[src/rtl/stt_pkg.sv]
// shared types and codes of the sorted time table
`default_nettype none
package stt_pkg;
  localparam int KEY_W = 64;
  localparam int REC_W = 27;
  localparam int ENTRY_W = KEY_W + REC_W;
  localparam logic [10:0] MIN_PER_HOUR = 11'd60;

  localparam logic [2:0] CMD_INSERT = 3'd0;
  localparam logic [2:0] CMD_LIST_ALL = 3'd1;
  localparam logic [2:0] CMD_LIST_HOUR = 3'd2;
  localparam logic [2:0] CMD_DEL_KEY = 3'd3;
  localparam logic [2:0] CMD_DEL_HOUR = 3'd4;

  localparam logic [2:0] ST_OK = 3'd0;
  localparam logic [2:0] ST_FULL = 3'd1;
  localparam logic [2:0] ST_DUP = 3'd2;
  localparam logic [2:0] ST_EMPTY = 3'd3;
  localparam logic [2:0] ST_NOT_FOUND = 3'd4;

  typedef enum logic [1:0] {
    S_IDLE,
    S_SCAN,
    S_SHIFT_UP,
    S_SHIFT_DN
  } state_t;

  function automatic logic [10:0] rec_time(input logic [REC_W-1:0] r);
    rec_time = 11'(r[4:0]) * MIN_PER_HOUR + 11'(r[10:5]);
  endfunction
endpackage
`default_nettype wire

[src/rtl/sorted_time_table.sv]
// top level of the sorted time table: sequencer around one entry ram
//
// channel   signals                      handshake
// command   cmd key hour minute ...      start & !busy
// result    status slot out_* removed    valid, one cycle, last marks end
//
// one read pass over the stored entries, one entry per ram read cycle
// insert adds a second pass that moves entries up from the insert point
// delete key adds a pass that moves entries down over the removed one
// full table on insert and empty table on other commands answer in the cycle after start
// rst clears count and sequencer, ram contents need no clearing
// results cannot be held off, each is registered onto the outputs as it is formed
`default_nettype none
module sorted_time_table #(
  parameter int DEPTH = 16
) (
  input  wire logic        clk,
  input  wire logic        rst,
  input  wire logic        start,
  output logic             busy,
  input  wire logic [2:0]  cmd,
  input  wire logic [63:0] key,
  input  wire logic [4:0]  hour,
  input  wire logic [5:0]  minute,
  input  wire logic        late,
  input  wire logic [3:0]  gate,
  input  wire logic [4:0]  new_hour,
  input  wire logic [5:0]  new_minute,
  output logic             valid,
  output logic [2:0]       status,
  output logic [3:0]       slot,
  output logic [63:0]      out_key,
  output logic [4:0]       out_hour,
  output logic [5:0]       out_minute,
  output logic             out_late,
  output logic [3:0]       out_gate,
  output logic [4:0]       out_new_hour,
  output logic [5:0]       out_new_minute,
  output logic [4:0]       removed,
  output logic             last
);
  import stt_pkg::*;

  localparam int AW = (DEPTH > 1) ? $clog2(DEPTH) : 1;
  localparam int CW = $clog2(DEPTH + 1);
  localparam logic [CW-1:0] FULL_CNT = CW'(DEPTH);

  state_t st, st_next;

  logic [CW-1:0]    cnt, ptr, idx_q, pos, nmatch, wptr;
  logic             vld_q, found, pos_found, held_v;
  logic [2:0]       cmd_q;
  logic [4:0]       hour_q;
  logic [KEY_W-1:0] key_q, held_key;
  logic [REC_W-1:0] rec_q, held_rec;
  logic [CW-1:0]    held_idx;

  logic               we;
  logic [AW-1:0]      waddr, raddr;
  logic [ENTRY_W-1:0] wdata, rdata;
  logic [KEY_W-1:0]   rd_key;
  logic [REC_W-1:0]   rd_rec, new_rec;

  logic             issue, pass_end, hmatch, lmatch;
  logic             em_v, em_last, em_has;
  logic [2:0]       em_status;
  logic [CW-1:0]    em_slot, em_removed;
  logic [KEY_W-1:0] em_key;
  logic [REC_W-1:0] em_rec;

  stt_ram #(.WIDTH(ENTRY_W), .DEPTH(DEPTH), .AW(AW)) u_ram (
    .clk(clk), .we(we), .waddr(waddr), .wdata(wdata), .raddr(raddr), .rdata(rdata)
  );

  assign rd_key = rdata[ENTRY_W-1:REC_W];
  assign rd_rec = rdata[REC_W-1:0];
  assign hmatch = rd_rec[4:0] == hour_q;
  assign lmatch = (cmd_q == CMD_LIST_ALL) || hmatch;
  assign new_rec = late ? {new_minute, new_hour, 4'd0, 1'b1, minute, hour}
                        : {6'd0, 5'd0, gate, 1'b0, minute, hour};
  assign busy = st != S_IDLE;

  always_ff @(posedge clk) begin
    if (rst) begin
      st <= S_IDLE;
    end else begin
      st <= st_next;
    end
  end

  always_comb begin
    st_next = st;
    issue = 1'b0;
    pass_end = 1'b0;
    raddr = ptr[AW-1:0];
    we = 1'b0;
    waddr = idx_q[AW-1:0];
    wdata = rdata;
    em_v = 1'b0;
    em_last = 1'b1;
    em_has = 1'b0;
    em_status = ST_OK;
    em_slot = '0;
    em_removed = '0;
    em_key = held_key;
    em_rec = held_rec;
    case (st)
      S_IDLE: begin
        if (start && cmd <= CMD_DEL_HOUR) begin
          if (cmd == CMD_INSERT && cnt == FULL_CNT) begin
            em_v = 1'b1;
            em_status = ST_FULL;
          end else if (cmd != CMD_INSERT && cnt == '0) begin
            em_v = 1'b1;
            em_status = ST_EMPTY;
          end else begin
            st_next = S_SCAN;
          end
        end
      end
      S_SCAN: begin
        issue = ptr < cnt;
        pass_end = !issue && !vld_q;
        if (vld_q && cmd_q == CMD_DEL_HOUR && !hmatch) begin
          we = 1'b1;
          waddr = wptr[AW-1:0];
        end
        if (vld_q && (cmd_q == CMD_LIST_ALL || cmd_q == CMD_LIST_HOUR) && lmatch && held_v) begin
          em_v = 1'b1;
          em_last = 1'b0;
          em_has = 1'b1;
          em_slot = held_idx;
        end
        if (pass_end) begin
          st_next = S_IDLE;
          em_v = 1'b1;
          case (cmd_q)
            CMD_INSERT: begin
              if (found) begin
                em_status = ST_DUP;
              end else begin
                em_v = 1'b0;
                st_next = S_SHIFT_UP;
              end
            end
            CMD_LIST_ALL, CMD_LIST_HOUR: begin
              if (held_v) begin
                em_has = 1'b1;
                em_slot = held_idx;
              end else begin
                em_status = ST_NOT_FOUND;
              end
            end
            CMD_DEL_KEY: begin
              if (found) begin
                em_has = 1'b1;
                em_slot = pos;
                em_removed = CW'(1);
                st_next = S_SHIFT_DN;
              end else begin
                em_status = ST_NOT_FOUND;
              end
            end
            default: begin
              if (nmatch != '0) begin
                em_slot = pos;
                em_removed = nmatch;
              end else begin
                em_status = ST_NOT_FOUND;
              end
            end
          endcase
        end
      end
      S_SHIFT_UP: begin
        issue = ptr > pos;
        raddr = AW'(ptr - CW'(1));
        we = vld_q;
        pass_end = !issue && !vld_q;
        if (pass_end) begin
          we = 1'b1;
          waddr = pos[AW-1:0];
          wdata = {key_q, rec_q};
          em_v = 1'b1;
          em_has = 1'b1;
          em_slot = pos;
          em_key = key_q;
          em_rec = rec_q;
          st_next = S_IDLE;
        end
      end
      S_SHIFT_DN: begin
        issue = ptr < cnt;
        we = vld_q;
        pass_end = !issue && !vld_q;
        if (pass_end) begin
          st_next = S_IDLE;
        end
      end
      default: begin
        st_next = S_IDLE;
      end
    endcase
  end

  always_ff @(posedge clk) begin
    if (rst) begin
      cnt <= '0;
      vld_q <= 1'b0;
      valid <= 1'b0;
    end else begin
      valid <= em_v;
      vld_q <= issue;
      if (issue) begin
        idx_q <= (st == S_SHIFT_DN) ? ptr - CW'(1) : ptr;
        ptr <= (st == S_SHIFT_UP) ? ptr - CW'(1) : ptr + CW'(1);
      end
      case (st)
        S_IDLE: begin
          cmd_q <= cmd;
          hour_q <= hour;
          key_q <= key;
          rec_q <= new_rec;
          ptr <= '0;
          pos <= cnt;
          found <= 1'b0;
          pos_found <= 1'b0;
          held_v <= 1'b0;
          nmatch <= '0;
          wptr <= '0;
        end
        S_SCAN: begin
          if (vld_q) begin
            case (cmd_q)
              CMD_INSERT: begin
                if (rd_key == key_q) begin
                  found <= 1'b1;
                end
                if (!pos_found && rec_time(rec_q) < rec_time(rd_rec)) begin
                  pos <= idx_q;
                  pos_found <= 1'b1;
                end
              end
              CMD_LIST_ALL, CMD_LIST_HOUR: begin
                if (lmatch) begin
                  held_v <= 1'b1;
                  held_idx <= idx_q;
                  held_key <= rd_key;
                  held_rec <= rd_rec;
                end
              end
              CMD_DEL_KEY: begin
                if (!found && rd_key == key_q) begin
                  found <= 1'b1;
                  pos <= idx_q;
                  held_key <= rd_key;
                  held_rec <= rd_rec;
                end
              end
              default: begin
                if (hmatch) begin
                  if (nmatch == '0) begin
                    pos <= idx_q;
                  end
                  nmatch <= nmatch + CW'(1);
                end else begin
                  wptr <= wptr + CW'(1);
                end
              end
            endcase
          end
          if (pass_end) begin
            if (cmd_q == CMD_INSERT) begin
              ptr <= cnt;
            end else if (cmd_q == CMD_DEL_KEY) begin
              ptr <= pos + CW'(1);
            end else if (cmd_q == CMD_DEL_HOUR) begin
              cnt <= cnt - nmatch;
            end
          end
        end
        S_SHIFT_UP: begin
          if (pass_end) begin
            cnt <= cnt + CW'(1);
          end
        end
        S_SHIFT_DN: begin
          if (pass_end) begin
            cnt <= cnt - CW'(1);
          end
        end
        default: begin
          ptr <= '0;
        end
      endcase
    end
  end

  always_ff @(posedge clk) begin
    status <= em_status;
    slot <= 4'(em_slot);
    out_key <= em_has ? em_key : '0;
    out_hour <= em_has ? em_rec[4:0] : '0;
    out_minute <= em_has ? em_rec[10:5] : '0;
    out_late <= em_has ? em_rec[11] : 1'b0;
    out_gate <= em_has ? em_rec[15:12] : '0;
    out_new_hour <= em_has ? em_rec[20:16] : '0;
    out_new_minute <= em_has ? em_rec[26:21] : '0;
    removed <= 5'(em_removed);
    last <= em_last;
  end
endmodule
`default_nettype wire

[src/rtl/stt_ram.sv]
// generic single-port-write ram with registered read
`default_nettype none
module stt_ram #(
  parameter int WIDTH = 8,
  parameter int DEPTH = 16,
  parameter int AW = (DEPTH > 1) ? $clog2(DEPTH) : 1
) (
  input  wire logic             clk,
  input  wire logic             we,
  input  wire logic [AW-1:0]    waddr,
  input  wire logic [WIDTH-1:0] wdata,
  input  wire logic [AW-1:0]    raddr,
  output logic      [WIDTH-1:0] rdata
);
  logic [WIDTH-1:0] mem [DEPTH];

  always_ff @(posedge clk) begin
    if (we) begin
      mem[waddr] <= wdata;
    end
    rdata <= mem[raddr];
  end
endmodule
`default_nettype wire

[config.mk]
export PLATFORM = sky130hd
export DESIGN_NAME = sorted_time_table
export DESIGN_NICKNAME = d
export VERILOG_FILES = /design/src/rtl/stt_pkg.sv /design/src/rtl/sorted_time_table.sv /design/src/rtl/stt_ram.sv
export SDC_FILE = /design/constraint.sdc
export NUM_CORES = 2
export LEC_CHECK = 0
export BUFFER_PORTS_ARGS = -buffer_cell sky130_fd_sc_hd__buf_2
export CELL_PAD_IN_SITES_DETAIL_PLACEMENT = 1
export CELL_PAD_IN_SITES_GLOBAL_PLACEMENT = 1
export CORE_MARGIN = 2
export CORE_UTILIZATION = 25
export DETAILED_ROUTE_END_ITERATION = 12
export GPL_TIMING_DRIVEN = 1
export PLACE_DENSITY = 0.51
export SLEW_MARGIN = 20
export SYNTH_ARGS = -nofsm -noshare
export SYNTH_HDL_FRONTEND = slang
export SYNTH_SLANG_ARGS = --single-unit
[constraint.sdc]
create_clock -name clk -period 8.8 [get_ports clk]
set_input_delay 1.32 -clock clk [delete_from_list [all_inputs] [get_ports clk]]
set_output_delay 1.32 -clock clk [all_outputs]
set_load 0.1 [all_outputs]
## After elaboration in Yosys (flattened, before gate mapping)

Memory sizes are Yosys's and may differ from the RTL's. A register that Yosys moved wholly into a read port is not among the register bits.
Index checks and enable logic that the tools add are counted.

| storage, ports and cells | value |
|---|---|
| bits in registers | 335 |
| memory bits (writable) | 1456 |
| bits of input ports | 97 |
| output and inout port bits | 106 |
| word-level logic and storage cells | 249 |
| memories | 1 |

Memories:

| name | words | width | rd ports | clocked after Yosys merged registers in | write ports | line | RTL |
|---|---|---|---|---|---|---|---|
| u_ram.mem | 16 | 91 | 1 | 1 | 1 | stt_ram.sv:15 | `logic [WIDTH-1:0] mem [DEPTH];` |

| operators by class | value |
|---|---|
| add/subtract/negate cells | 10 |
| multipliers | 2 |
| $lt $le $gt $ge | 4 |
| equal/unequal tests | 39 |
| muxes and demuxes | 112 |
| bitwise operators | 1 |
| reduce and logical (&&, ||, !) cells | 48 |

Operators by type and width:

| operator | number |
|---|---|
| 64-bit 2-to-1 mux | 4 |
| 91-bit 2-to-1 mux | 2 |
| 64-bit case mux with 2 select lines | 1 |
| 5-bit 2-to-1 mux | 24 |
| 27-bit 2-to-1 mux | 4 |
| 64-bit == test | 1 |
| 27-bit case mux with 2 select lines | 1 |
| 5-bit case mux with 2 select lines | 5 |
| 2-bit inequality test, second input constant | 22 |
| 4-bit 2-to-1 mux | 9 |
| 5-bit case mux with 3 select lines | 2 |
| 1-bit 2-to-1 mux | 26 |
| 5-bit by 1-bit adder with 5-bit output, second input constant | 5 |
| 5-bit AND reduction | 5 |
| 2-bit 2-to-1 mux | 12 |
| 11-bit by 6-bit adder with 11-bit output | 2 |
| 5-bit by 4-bit multiplier with 9-bit output, second input constant | 2 |
| 6-bit AND reduction | 3 |
| 1-bit case mux with 2 select lines | 8 |
| 4-bit case mux with 2 select lines | 2 |
| 1-bit logical AND | 12 |
| 12-bit 2-to-1 mux | 1 |
| 3-bit 2-to-1 mux | 4 |
| 3-bit inequality test, second input constant | 4 |
| 36 further kinds | 55 |

## Logic depth before layout (Yosys ltp)

| logic depth | value |
|---|---|
| depth in word-level cells | 10 |
| mapped depth | 16 |

## Modules after synthesis

From an unflattened synthesis, not the netlist that was laid out.

| second synthesis, totals | value |
|---|---|
| cell total of the unflattened synthesis | 3806 |
| area total of the unflattened synthesis | 72087.9 µm² |

Modules (own cells, without submodules):

| module | times used | cells each | area an instance (µm²) | seq. area each (µm²) |
|---|---|---|---|---|
| stt_ram | 1 | 2332 | 56257.7 | 45543.7 |
| sorted_time_table | 1 | 1474 | 15830.2 | 8748.4 |

## Worst setup path after synthesis

OpenSTA, ideal clock, no wires.

| timing path | value |
|---|---|
| path kind | reg-to-reg |
| start point | reg hour_q[3] |
| end point | reg held_key[0], enable pin |
| library setup time | 677 ps |
| arrival | 8165 ps |
| data required time | 8123 ps |
| slack | -42 ps |
| stages on the path, launching flop included | 7 |
| buffers on the path | 0 |
| cells stage by stage | edfxtp_1 > xor2_1 > nor3_1 > and2_1 > nand3b_1 > a21o_1 > a211oi_1 |

| on the way | value |
|---|---|
| cells in the longest elaborated chain, start to end | 4 |

RTL lines:

| what | line | RTL |
|---|---|---|
| from (decl) | sorted_time_table.sv:53 | `logic [4:0] hour_q;` |
| from (signal assigned) | sorted_time_table.sv:221 | `hour_q <= hour;` |
| 5-bit == test | sorted_time_table.sv:77 | `assign hmatch = rd_rec[4:0] == hour_q;` |
| 1-bit logical OR | sorted_time_table.sv:78 | `assign lmatch = (cmd_q == CMD_LIST_ALL) \|\| hmatch;` |
| 2-bit inequality test (no line) | -- |  |
| 6-bit AND reduction (no line) | -- |  |
| to (signal assigned) | sorted_time_table.sv:248 | `held_key <= rd_key;` |
| to (signal assigned) | sorted_time_table.sv:256 | `held_key <= rd_key;` |
| to (decl) | sorted_time_table.sv:54 | `logic [KEY_W-1:0] key_q, held_key;` |

No other way between the ends.
A chain may end at the register's enable or synchronous reset.

## Final worst setup path

| timing path | value |
|---|---|
| start point | reg hour_q[0] |
| end point | reg pos[2], enable pin |

| on the way | value |
|---|---|
| cells in the longest elaborated chain, start to end | 3 |

RTL lines:

| what | line | RTL |
|---|---|---|
| 5-bit == test | sorted_time_table.sv:77 |  |
| 4-bit inequality test (no line) | -- |  |
| 8-bit AND reduction (no line) | -- |  |
| to (signal assigned) | sorted_time_table.sv:225 | `pos <= cnt;` |
| to (signal assigned) | sorted_time_table.sv:240 | `pos <= idx_q;` |
| to (signal assigned) | sorted_time_table.sv:255 | `pos <= idx_q;` |
| to (decl) | sorted_time_table.sv:50 | `logic [CW-1:0] cnt, ptr, idx_q, pos, nmatch, wptr;` |

No other way between the ends.

==> impl_metrics.json <==
{
  "cts_tree": "done",
  "area.growth.synth_to_final_pct": 17.5,
  "synth_area_leader_cell": "edfxtp_1",
  "cts_hold_buf": 0,
  "clk_pin_slew_ns": 0.06,
  "worst_setup_path_end_kind": "flop",
  "io-pin-count": 203,
  "cts.repair.resized": 0,
  "rsz0062_at_grt": "false",
  "postRouteAntennaNets": 0,
  "cellLeakagePower_nw": 27.4,
  "maxSlewHeadroom_pct": 30.9,
  "htree_levels": 4,
  "place.gp.congestion": 0.750,
  "cap_violations": 0,
  "finClkSkew_ns": 0.103,
  "p_sw_w": 0.00460,
  "vdd_drop_max_v": 0.000159,
  "die_w_microns": 539,
  "core_area_sq_mm": 0.285,
  "synth_edf_count": 1672,
  "synth-seq-area-share_pct": 75.9,
  "place_hpwl_microns": 109000,
  "netlist_top_cells_count": "1,672 x edfxtp_1, 455 x mux4_2, 397 x nand2_1",
  "drt-total-wl_microns": 205000,
  "syn_inst": 3569,
  "p_int_w": 0.0153,
  "yosys-top-cells-area": "edfxtp_1 70%, mux4_2 14%, dfxtp_1 5.7%",
  "tightest_slew_ns": 1.04,
  "drc_errors": 0,
  "vias": 35510,
  "ys_warn_count": 0,
  "clk_latency_ns": 0.89,
  "crit_type": "reg2reg",
  "hold_viol": 0,
  "grtUsageTotal_pct": 13.9,
  "swShare_pct": 23.1,
  "synth.distinct_cells": 63,
  "grt.overflow.total": 0,
  "post_drt_via_cell_ratio": 4.55,
  "power.density_mw_per_mm2": 237,
  "antenna_found_initial": 25,
  "fmax_mhz": 197,
  "setup_tns_ns": 0,
  "clock_path_buffers": 4,
  "critPathLaunchType": "flop",
  "initial_utilization_pct": 25.1,
  "post-route-util_pct": 29.5,
  "placementRows": 196,
  "post-route-period-util_pct": 57.8,
  "clock-sinks": 1876,
  "nets": 4066,
  "setup_violations": 0,
  "cts_buffers": 204,
  "hp-class": "reg2reg",
  "synthesis.nets": 3751,
  "layout-drive-gt1-share_pct": 26.1,
  "synth_flop_cell": "edfxtp_1",
  "crit_arrival_ns": 5.51,
  "synth-seq-cells": 1876,
  "drtIter0Drc": 3358,
  "die_area_sq_mm": 0.291,
  "power.share.sequential_pct": 50.5,
  "async_flop_share_pct": 0,
  "grt_pass1_wl_microns": 292000,
  "syn_area_sq_mm": 0.0716,
  "die_h_microns": 539,
  "clockRootBuffer": "clkbuf_16",
  "wl_per_cell_microns": 26.2,
  "grt_max_degree": 115,
  "path_max_fanout": 5,
  "combPwrFrac_pct": 7.2,
  "cp.required_ns": 9.22,
  "cts_setup_buffers": 0,
  "slew_viol_final": 0,
  "netlist.area_leader.share_pct": 70.2,
  "postSynthAreaPerCell_sq_um": 20.1,
  "p_clk_share_pct": 42.3,
  "grt_pass1_vias": 37791,
  "outcome": "finished, final reports clean",
  "drtPass1Iterations": 5,
  "period_needed_ns": 5.09,
  "synth_most_common_cell": "edfxtp_1",
  "portBuffers": 202
}
## flip-flops by register name, summed over array words and instances, names as in the netlist, 6 cells and up
name and flops:
out_minute 6, out_new_minute 6, rec_q 23, u_ram.rdata 91, u_ram.mem 1456, held_rec 27
held_key 64, key_q 64, out_key 64
## worst max-delay path: stages, from the launching register on
cell and delay, ns:
edfxtp_1 0.49, fa_1 0.60, inv_1 0.06, fa_1 0.51
fa_1 0.55, inv_1 0.05, ha_1 0.32, o21ai_0 0.11
a21oi_1 0.24, nand2_1 0.10, xnor2_1 0.17, ha_1 0.21
a2111oi_0 0.31, o21ai_0 0.16, o2111ai_1 0.15, nand2_1 0.15
a41oi_1 0.53
## cell type report
| class | instances | area, sq um |
|---|---|---|
| Clock inverter | 82 | 772 |
| Multi-Input combinational cell | 1459 | 16600 |
| Timing Repair Buffer | 267 | 1720 |
| Sequential cell | 1876 | 54300 |
| Antenna cell | 2 | 5.00 |
| Tap cell | 3762 | 4710 |
| Clock buffer | 288 | 5710 |
| Fill cell | 29089 | 201000 |
| Inverter | 76 | 285 |
## cell families (layout without fill, tap and decap cells)
family	Yosys count	in the layout	synth area share, %
flip-flops	1876	1876	75.9
AND/OR/NAND/NOR	561	561	3.33
multiplexers	459	459	14.4
AO/OA/AOI/OAI	240	240	2.10
buffers and inverters	234	713	1.27
XOR/XNOR	114	114	1.40
adder cells (fa/ha/maj)	85	85	1.66
other	0	2	0
## power groups by stage
stage          Sequential (W)  Combinational (W)  Clock [W]
4_1_cts                0.0101            0.00148    0.00865
6_report               0.0101            0.00144    0.00842
2_1_floorplan          0.0102           0.000990          0
3_3_place_gp           0.0102            0.00146          0
3_5_place_dp           0.0102            0.00147          0
5_1_grt                0.0101            0.00162    0.00897
## metal layers
layer	global-route usage (%)	wire [microns]	up-vias
li1	-	-	14898
met1	20.8	98900	19405
met2	20.9	91100	956
met3	2.64	10900	247
met4	2.86	3630	4
met5	0	24	-
## cell usage in the layout, fill, tap and decap left out, drive strengths merged, types with 5 or more instances in the layout
master / instances
a2111oi: 5
a211oi: 7
a21o: 12
a21oi: 131
a22oi: 5
a32o: 8
and2: 24
and3: 6
buf: 267
bufinv: 10
clkbuf: 288
clkinv: 52
clkinvlp: 12
dfxtp: 204
edfxtp: 1672
fa: 17
ha: 68
inv: 84
mux4: 455
nand2: 397
nand2b: 8
nand3: 18
nand4: 7
nor2: 47
nor2b: 14
nor3: 10
nor4: 18
o21ai: 30
xnor2: 24
xor2: 90
## final timing paths
check	startpoint	endpoint	slack, ns	cells after the start
max	hour_q[0]$_DFFE_PP_	pos[2]$_DFFE_PP_	3.71	16
min	u_ram.rdata[21]$_DFF_P_	held_rec[21]$_DFFE_PP_	0.42	0
max reg2reg	hour_q[0]$_DFFE_PP_	pos[2]$_DFFE_PP_	3.71	16
min reg2reg	u_ram.rdata[21]$_DFF_P_	held_rec[21]$_DFFE_PP_	0.42	0
## per-stage QoR
step	worst slack, ns	hold slack, ns	area (sq um)	cells	total power [W]
final	3.71	0.423	84100	7812	0.0199
after global routing	3.20	0.437	84100	7811	0.0207
after CTS	3.66	0.426	84100	7810	0.0202
after detailed placement	3.64	0.416	77600	7440	0.0117
after global placement	3.61	0.411	77600	7440	0.0117
after floorplan	2.15	0.408	71600	3569	0.0112
(Power assumes the default switching activity.)
